===== src/sv/chst_pkg.sv =====
// Shared types and constants of the chained string hash table unit.
// No dependencies.
package chst_pkg;

	localparam int MAX_BUCKETS = 1024;
	localparam int BUCKET_W    = $clog2(MAX_BUCKETS);
	localparam int TSIZE_W     = BUCKET_W + 1;
	localparam int MAX_ENTRIES = 256;
	localparam int ENTRY_W     = $clog2(MAX_ENTRIES);
	localparam int USED_W      = ENTRY_W + 1;
	localparam int KEY_BYTES   = 20;
	localparam int LEN_W       = $clog2(KEY_BYTES + 2);
	localparam int KEY_W       = KEY_BYTES * 8;
	localparam int HASH_W      = 32;
	localparam int DIVCNT_W    = $clog2(HASH_W);

	localparam logic [7:0] CFG_TABLE_SIZE = 8'd0;
	localparam logic [7:0] CFG_HASH_MULT  = 8'd1;

	typedef enum logic [1:0] {
		ST_OK        = 2'd0,
		ST_NOT_FOUND = 2'd1,
		ST_FULL      = 2'd2,
		ST_TOO_LONG  = 2'd3
	} status_t;

	localparam logic KIND_INSERT = 1'b0;
	localparam logic KIND_SEARCH = 1'b1;

	typedef struct packed {
		logic              kind;
		logic              too_long;
		logic [HASH_W-1:0] hash;
		logic [LEN_W-1:0]  len;
		logic [KEY_W-1:0]  key;
	} cmd_t;

	typedef struct packed {
		logic               valid;
		logic [ENTRY_W-1:0] idx;
	} ptr_t;

endpackage


===== src/sv/chst_queue.sv =====
// Two-entry command queue between the front and back ends.
// Depends on chst_pkg.
module chst_queue (
	input  logic           clk,
	input  logic           arst_n,
	input  logic           push,
	input  chst_pkg::cmd_t push_cmd,
	output logic           full,
	input  logic           pop,
	output logic           avail,
	output chst_pkg::cmd_t pop_cmd
);

	chst_pkg::cmd_t slots_q [2];
	logic           wr_q, rd_q;
	logic [1:0]     fill_q;

	assign full    = fill_q == 2'd2;
	assign avail   = fill_q != 2'd0;
	assign pop_cmd = slots_q[rd_q];

	always_ff @(posedge clk) begin
		if (push) begin
			slots_q[wr_q] <= push_cmd;
		end
	end

	always_ff @(posedge clk or negedge arst_n) begin
		if (!arst_n) begin
			wr_q   <= 1'b0;
			rd_q   <= 1'b0;
			fill_q <= 2'd0;
		end else begin
			if (push) begin
				wr_q <= !wr_q;
			end
			if (pop) begin
				rd_q <= !rd_q;
			end
			if (push && !pop) begin
				fill_q <= fill_q + 2'd1;
			end else if (pop && !push) begin
				fill_q <= fill_q - 2'd1;
			end
		end
	end

endmodule


===== config.mk =====
export PLATFORM = sky130hd
export DESIGN_NAME = chst_queue
export DESIGN_NICKNAME = d
export VERILOG_FILES = /design/src/sv/chst_pkg.sv /design/src/sv/chst_queue.sv
export SDC_FILE = /design/constraint.sdc
export NUM_CORES = 1
export LEC_CHECK = 0
export BUFFER_PORTS_ARGS = -buffer_cell sky130_fd_sc_hd__buf_2
export CAP_MARGIN = 40
export CORE_MARGIN = 3
export CORE_UTILIZATION = 45
export DETAILED_ROUTE_END_ITERATION = 6
export PLACE_DENSITY = 0.67
export SLEW_MARGIN = 15
export SYNTH_ARGS = -nofsm -noshare
export SYNTH_HDL_FRONTEND = slang
export SYNTH_SLANG_ARGS = --single-unit

===== constraint.sdc =====
create_clock -name clk -period 25.5 [get_ports clk]
set_input_delay 2.55 -clock clk [delete_from_list [all_inputs] [get_ports clk]]
set_output_delay 2.55 -clock clk [all_outputs]
set_load 0.01 [all_outputs]

==> flow_metrics.py <==
metrics = {
    "status": {
        "status": "complete, no violations",
    },
    "cts": {
        "numCtsBuffers": 41,
        "root_buffer": "clkbuf_16",
        "cts.repair.resized": 0,
        "clock_latency_ns": 0.51,
        "numClockSinks": 402,
        "cts_tree": "built",
        "clk_path_buf_depth": 3,
        "post-cts-setup-buffer-count": 0,
        "hold_buffers": 0,
        "path_clk_slew_ns": 0.06,
        "cts.htree.levels": 2,
    },
    "route": {
        "drtIter0Drc": 363,
        "wl_per_cell_microns": 19.6,
        "num_vias": 7515,
        "drc": 0,
        "drt_wl_total_microns": 30200,
        "firstDrtPassIters": 5,
        "drt.antenna.violating_nets": 0,
        "post_drt_via_cell_ratio": 4.87,
    },
    "sta": {
        "finalMaxSlewViolations": 0,
        "finalWorstSetupSlack_ns": 20.11,
        "period_needed_ns": 5.39,
        "tightest_slew_ns": 0.757,
        "fin_worst_skew_ns": 0.00701,
        "timing.final.crit_share": 0.211,
        "fmax_mhz": 186,
        "slew_headroom": 0.495,
        "tns_ns": 0,
        "finalHoldViolations": 0,
        "rsz0062_at_grt": "no",
        "setup_violations": 0,
    },
    "synth": {
        "ys_types": 13,
        "yosysSeqAreaShare": 0.821,
        "syn_inst": 635,
        "syn_area_per_cell_sq_um": 23.1,
        "synth_nets": 839,
        "yosysWarnings": 0,
        "netlist_area_sq_um": 14700,
        "ys_ff_latch": 402,
    },
    "setup_path": {
        "cp_data_required_time_ns": 22.95,
        "crit_type": "flip-flop to output pin",
        "cp-end-kind": "output pin",
        "cpMaxStageDelayCell": "dfrtp_4",
        "crit_path_cell_trace": "buf_4 > buf_12 > mux2_2 > buf_2",
        "cp_slowest_stage_delay_ns": 0.93,
        "path_buf_inv": 3,
        "crit_start": "rd_q",
        "cp-start-kind": "flip-flop",
        "cp_top_family": "buffers and inverters",
        "cp.arrival_ns": 2.84,
        "rr_startpoint": "wr_q",
        "crit_fanout": 57,
    },
    "finish": {
        "drive_gt1_frac": 0.612,
        "postLayoutCoreUtil": 0.578,
        "layout.nets": 1277,
        "syn_to_final_growth_pct": 25.5,
    },
    "pwr": {
        "p_leak_nw": 6.91,
        "power_density_nw_per_um2": 110,
        "ir_worst_vdd_v": 0.0000793,
    },
    "hold_path": {
        "hp-class": "flip-flop to flip-flop",
        "hp-start": "fill_q[1]",
    },
    "placement": {
        "gp_congestion": 0.791,
        "portBuffers": 403,
        "dpl.hpwl_microns": 20900,
        "dp_slack_ns": 20.62,
    },
    "global_route": {
        "gr-total-overflow": 0,
        "grt_max_degree": 58,
        "grt_pass1_vias": 8071,
        "grt_pass1_wl_microns": 46000,
        "track_usage": 0.169,
        "antenna_found_initial": 7,
    },
    "die": {
        "io_pins": 404,
        "fp-row-count": 65,
        "die_area_sq_um": 34800,
        "die_w_microns": 187,
        "core_sq_um": 31900,
        "die_h_microns": 187,
        "start_util": 0.460,
    },
    "flow_run": {
        "drv_cap": 0,
    },
}
==> cells by family after synthesis <==
| kind of cell | count (synthesis) | share of synthesized area |
|---|---|---|
| xor+xnor | 5 | 0.00298 |
| flops | 402 | 0.821 |
| simple gates | 5 | 0.00196 |
| mux | 199 | 0.153 |
| buf+inv | 23 | 0.0204 |
| fa+ha+maj | 1 | 0.000852 |
==> sequential cells by signal (all words and copies together), names as in the netlist <==
signal   count
slots_q    398
rd_q         1
wr_q         1
fill_q       2
==> report_power, final <==
part	internal, mW	switching, mW
clock	0.314	0.228
combinational	0.266	0.304
sequential	0.875	0.0445
total	1.46	0.577
==> Yosys cell counts <==
| library cell | instances | area [sq um] |
|---|---|---|
| xor2_1 | 4 | 35.0 |
| edfxtp_1 | 398 | 12000 |
| inv_1 | 1 | 3.75 |
| dfrtp_1 | 4 | 100 |
| nor2b_1 | 2 | 12.5 |
| nor2_1 | 1 | 3.75 |
| and2_1 | 1 | 6.26 |
| or2_2 | 1 | 6.26 |
| clkbuf_8 | 19 | 262 |
| ha_1 | 1 | 12.5 |
| mux2_2 | 199 | 2240 |
| buf_6 | 3 | 33.8 |
| xnor2_1 | 1 | 8.76 |
==> placed cells by master (no fill, tap or decap), drive strengths merged <==
| master | netlist | routed |
|---|---|---|
| dfrtp | 4 | 4 |
| xnor2 | 1 | 1 |
| buf | 3 | 417 |
| nor2b | 2 | 2 |
| mux2 | 199 | 199 |
| xor2 | 4 | 4 |
| clkbuf | 19 | 56 |
| clkinvlp | 0 | 2 |
| or2 | 1 | 1 |
| and2 | 1 | 1 |
| edfxtp | 398 | 398 |
| nor2 | 1 | 1 |
| inv | 1 | 2 |
| diode | 0 | 3 |
| ha | 1 | 1 |
| clkinv | 0 | 16 |
==> worst paths after layout <==
path	to	slack, ns	cells after the start
setup / recovery	pop_cmd[23]	20.11	4
hold / removal	fill_q[1]	0.50	1
setup reg to reg	slots_q[0][111]	23.00	4
hold reg to reg	fill_q[1]	0.50	1
max in group asynchronous	rd_q	23.54	1
min in group asynchronous	wr_q	1.83	1
==> layout make-up <==
class | instances | area [sq um]
Sequential cell | 402 | 12100
Inverter | 1 | 3.75
Multi-Input combinational cell | 210 | 2340
Antenna cell | 3 | 7.51
Clock buffer | 56 | 1140
Clock inverter | 19 | 93.8
Timing Repair Buffer | 417 | 2230
Tap cell | 435 | 544
Fill cell | 2478 | 13500
==> routing by layer <==
layer	up-vias	global-route usage	wire length [microns]
li1	3426	-	-
met1	3670	0.195	11400
met2	347	0.283	14600
met3	64	0.0776	3390
met4	8	0.0550	824
met5	-	0	61
==> per-stage QoR <==
stage               cell area (sq um)  cells  hold WS (ns)  power (mW)
finish                          18400   1543         0.498        2.03
global route                    18400   1543         0.521        2.13
CTS                             18400   1540         0.499        2.06
detailed placement              17200   1465         0.483        1.51
global placement                17000   1458         0.474        1.49
floorplan                       14700    635         0.447        1.33
(Power assumes the default switching activity.)
