`src/sv/chst_pkg.sv`:
```
// Shared types and constants of the chained string hash table unit.
// No dependencies.
package chst_pkg;

	localparam int MAX_BUCKETS = 1024;
	localparam int BUCKET_W    = $clog2(MAX_BUCKETS);
	localparam int TSIZE_W     = BUCKET_W + 1;
	localparam int MAX_ENTRIES = 256;
	localparam int ENTRY_W     = $clog2(MAX_ENTRIES);
	localparam int USED_W      = ENTRY_W + 1;
	localparam int KEY_BYTES   = 20;
	localparam int LEN_W       = $clog2(KEY_BYTES + 2);
	localparam int KEY_W       = KEY_BYTES * 8;
	localparam int HASH_W      = 32;
	localparam int DIVCNT_W    = $clog2(HASH_W);

	localparam logic [7:0] CFG_TABLE_SIZE = 8'd0;
	localparam logic [7:0] CFG_HASH_MULT  = 8'd1;

	typedef enum logic [1:0] {
		ST_OK        = 2'd0,
		ST_NOT_FOUND = 2'd1,
		ST_FULL      = 2'd2,
		ST_TOO_LONG  = 2'd3
	} status_t;

	localparam logic KIND_INSERT = 1'b0;
	localparam logic KIND_SEARCH = 1'b1;

	typedef struct packed {
		logic              kind;
		logic              too_long;
		logic [HASH_W-1:0] hash;
		logic [LEN_W-1:0]  len;
		logic [KEY_W-1:0]  key;
	} cmd_t;

	typedef struct packed {
		logic               valid;
		logic [ENTRY_W-1:0] idx;
	} ptr_t;

endpackage

```
`src/sv/chst_front.sv`:
```
// Front end: collects key bytes, folds the polynomial hash, emits one command per key.
// Depends on chst_pkg.
module chst_front (
	input  logic                       clk,
	input  logic                       arst_n,
	input  logic                       in_valid,
	output logic                       in_ready,
	input  logic                       in_kind,
	input  logic [7:0]                 in_byte,
	input  logic                       in_last,
	input  logic [chst_pkg::HASH_W-1:0] hash_mult,
	input  logic                       hold,
	output logic                       push,
	output chst_pkg::cmd_t             push_cmd
);

	logic [chst_pkg::HASH_W-1:0] hash_q, hash_nx;
	logic [chst_pkg::KEY_W-1:0]  buf_q, buf_nx;
	logic [chst_pkg::LEN_W-1:0]  cnt_q, cnt_nx;
	logic                        take;

	assign in_ready = !hold;
	assign take     = in_valid && in_ready;

	always_comb begin
		hash_nx = hash_q * hash_mult + {{(chst_pkg::HASH_W-8){1'b0}}, in_byte};
		buf_nx  = buf_q;
		for (int i = 0; i < chst_pkg::KEY_BYTES; i++) begin
			if (cnt_q == chst_pkg::LEN_W'(i)) begin
				buf_nx[i*8 +: 8] = in_byte;
			end
		end
		if (cnt_q < chst_pkg::LEN_W'(chst_pkg::KEY_BYTES)) begin
			cnt_nx = cnt_q + 1'b1;
		end else begin
			cnt_nx = chst_pkg::LEN_W'(chst_pkg::KEY_BYTES + 1);
		end
	end

	assign push              = take && in_last;
	assign push_cmd.kind     = in_kind;
	assign push_cmd.too_long = cnt_nx > chst_pkg::LEN_W'(chst_pkg::KEY_BYTES);
	assign push_cmd.hash     = hash_nx;
	assign push_cmd.len      = cnt_nx;
	assign push_cmd.key      = buf_nx;

	always_ff @(posedge clk or negedge arst_n) begin
		if (!arst_n) begin
			hash_q <= '0;
			buf_q  <= '0;
			cnt_q  <= '0;
		end else if (take) begin
			if (in_last) begin
				hash_q <= '0;
				buf_q  <= '0;
				cnt_q  <= '0;
			end else begin
				hash_q <= hash_nx;
				buf_q  <= buf_nx;
				cnt_q  <= cnt_nx;
			end
		end
	end

endmodule

```
`config.mk`:
```
export PLATFORM = sky130hd
export DESIGN_NAME = chst_front
export DESIGN_NICKNAME = d
export VERILOG_FILES = /design/src/sv/chst_pkg.sv /design/src/sv/chst_front.sv
export SDC_FILE = /design/constraint.sdc
export NUM_CORES = 2
export LEC_CHECK = 0
export BUFFER_PORTS_ARGS = -buffer_cell sky130_fd_sc_hd__buf_4
export CORE_MARGIN = 2
export CORE_UTILIZATION = 45
export DETAILED_ROUTE_END_ITERATION = 12
export GPL_TIMING_DRIVEN = 1
export PLACE_DENSITY = 0.59
export SLEW_MARGIN = 20
export SYNTH_ARGS = -nofsm -noshare
export SYNTH_HDL_FRONTEND = slang
export SYNTH_SLANG_ARGS = --single-unit
```
`constraint.sdc`:
```
create_clock -name clk -period 15.71 [get_ports clk]
set_input_delay 0 -clock clk [delete_from_list [all_inputs] [get_ports clk]]
set_output_delay 0 -clock clk [all_outputs]
set_load 0.005 [all_outputs]
```
==> metrics.csv <==
metric,value,unit
setup_cp_type,register to output port,
critical-path-top-cell-by-count,fa_1,
mean_instance_size_in_the_synthesized_netlist,10.1,µm²
antenna_found_initial,5,
cts_made_buffers,17,
grt_pass1_vias,20066,
timing.critical_path.to_type,output port,
post-route-min-period,8.03,ns
synth_nets,3141,
cp_data_arrival_time,8.03,ns
r2r_slack,8.17,ns
worst_path_dominant_cell_family,adder cells,
critical_path.startpoint_type,register,
initial_utilization,45.4,%
clk_latency,0.47,ns
clock_tree.root_cell,clkbuf_16,
detail_route.vias_per_cell,5.34,
slowest_stage,dfrtp_1,
grt.total_usage,25.4,%
ctsHtreeMaxLevel,4,
pre_cts_setup_slack,8.19,ns
whs_path_depth,0,
post_route_cells_drive_above_1_share,16.7,%
area.growth.synth_to_final,11.6,%
slew-limit-headroom,33.3,%
nFillCells,5300,
postRouteAntennaNets,0,
chipHeight,242,µm
tritoncts,yes,
yosysWarnings,0,
timing.reg2reg.worst_path_depth,23,
drv_cap,0,
insertedDiodeCount,0,
grt_start_max_net_pins,119,
synth_most_common_cell,inv_1,
postCtsResizedCells,0,
drtPass1Iterations,5,
detailed_place_hpwl,55200,µm
die-area,58600,µm²
global_route_wire_length_before_repair,116000,µm
post-route-worst-setup-slack,7.68,ns
std_cell_rows,87,
final.setup_skew,0.0214,ns
tritoncts_sink_count,197,
synth_cells,2528,
worstPathBufferInverterCount,6,
crit_path_max_incr_delay,0.88,ns
async_flop_share,100,%
report.final.hold_viol_count,0,
synth-seq-area-share,19.3,%
flip_flop_and_latch_area,4930,µm²
syn_area,25500,µm²
synth.top_cells.by_count,"inv_1, fa_1, and2_1, nand2_1, dfrtp_1",
crit_path_cell_trace,nand2_1 > fa_1 > inv_1 > fa_1 > fa_1 > inv_1 > fa_1 > inv_1 > fa_1 > inv_1 > fa_1 > inv_1 > fa_1 > fa_1 > ha_1 > a21oi_1 > nor2b_1 > o21ai_0 > nand2b_1 > a311oi_1 > nand2_1 > a31oi_1 > xnor2_1 > buf_4,
rr_startpoint,hash_q[9],
cts_buffer_depth,2,
place.port_buffers,244,
max_slew.worst_pin.slew,1.00,ns
io_pins,247,
routedWlPerCell,21.1,µm
min_to,push_cmd[198],
layout_worst_path_cycle_share,51.1,%
dominantRegCellSynth,dfrtp_1,
fin_setup_tns,0,ns
edff_count_synth,0,
synth_top_area_share,32.6,%
ff_latch_count_synth,197,
vias,18276,
initialDrtViolationCount,1146,
routed_wirelength,72100,µm
min-delay-path-class,input pin to output port,
routability_cong,0.881,
drc,0,
nNetsFinal,3265,
reg2reg_to,hash_q[28],
multiInputGateArea,18300,µm²
final-max-slew-violation-count,0,
synth_area_leaders,"fa_1, dfrtp_1, and2_1, ha_1, inv_1",
core_region_area,56200,µm²
clk_transition_reported_paths,0.09,ns
grt.overflow.total,0,
synthDistinctLibCells,55,
critical_path_required,15.71,ns
die_w,242,µm
result_of_the_run,finished clean,
netlist.top_cell.by_area,fa_1,
grt_setup_unrepaired,false,
report.final.setup_viol,0,
fmax,125,MHz
worstPathMaxFanout,24,
hold_path_startpoint,in_kind,
==> metrics by stage <==
step	util, %	std cells	hold slack [ns]	area, µm²
after floorplan	-	2528	-0.296	25500
after global placement	49.5	3386	0.0000381	27800
after detailed placement	49.5	3386	0.0000381	27800
after CTS	50.7	3421	0.0000381	28500
after global routing	50.7	3421	0.0000356	28500
final	50.7	3421	0.0000456	28500
==> layer usage <==
metal | GRT usage, % | wire, µm | vias up
met5 | 0 | 69 | -
met4 | 5.81 | 1370 | 8
met3 | 6.05 | 5040 | 71
met2 | 41.7 | 34300 | 463
met1 | 34.1 | 31300 | 9588
li1 | - | - | 8146
==> timing repair <==
item / 4_1_cts / 5_1_grt
setup buffers: 0 / 0
endpoints found under the setup margin: 0 / 0
hold buffers: 3 / 0
endpoints found under the hold margin: 122 / 0
==> flip-flops by register name, indices dropped and copies added, names as in the netlist <==
signal	cells
hash_q	32
buf_q	160
cnt_q	5
==> cells by family after synthesis <==
kind of cell    synth area share, %
simple gates                   13.5
buf+inv                        8.78
fa+ha+maj                      40.0
compound gates                 9.07
flops                          19.3
mux                            6.27
xor+xnor                       3.04
==> layout make-up <==
cell class	count	area share [%]
inverter	438	5.78
timing repair buffer	260	6.93
clock buffer	17	1.49
clock inverter	15	0.686
tap	756	3.32
multi-input combinational	1738	64.5
sequential	197	17.3
==> worst reg2reg max path: stages (launching register included) <==
cell and delay [ns]:
dfrtp_1 0.88, nand2_1 0.20, fa_1 0.47, inv_1 0.07, fa_1 0.43, fa_1 0.53, inv_1 0.05, fa_1 0.48
inv_1 0.05, fa_1 0.49, inv_1 0.06, fa_1 0.54, inv_1 0.05, fa_1 0.38, fa_1 0.48, ha_1 0.36
a21oi_1 0.19, nor2b_1 0.06, o21ai_0 0.14, nand2b_1 0.14, a311oi_1 0.57, a21boi_1 0.17, o21a_1 0.22, o41ai_1 0.37
==> layout by cell type, fill, tap and decap left out, types with 5 or more instances in the layout <==
cell       count
nor2_1        25
buf_4        254
clkinv_8       5
a22o_1       187
dfrtp_1      196
nand4_1        6
a21o_1         9
and2_1       340
clkbuf_16     17
nand2_1      240
xor2_1        15
mux2_2       142
inv_1        437
o21ai_0       31
and3_1         8
a21oi_1       21
o21a_1         7
ha_1         152
nand2b_1       6
fa_1         415
xnor2_1       69
o21bai_1       5
nor3_2         6
==> worst max path at each step <==
| stage | from | to | slack (ns) | cells past startpoint |
|---|---|---|---|---|
| finish | hash_q[9] | push_cmd[195] | 7.68 | 24 |
| global route | hash_q[9] | push_cmd[195] | 7.29 | 24 |
| CTS | hash_q[9] | push_cmd[195] | 7.65 | 24 |
| detailed placement | hash_q[9] | push_cmd[195] | 8.19 | 24 |
| global placement | hash_q[6] | push_cmd[195] | 8.03 | 21 |
| floorplan | hash_q[13] | hash_q[28] | 9.04 | 24 |
Power is not shown: default switching activity piles up to over one toggle a cycle in this logic, so the estimate is an artifact.
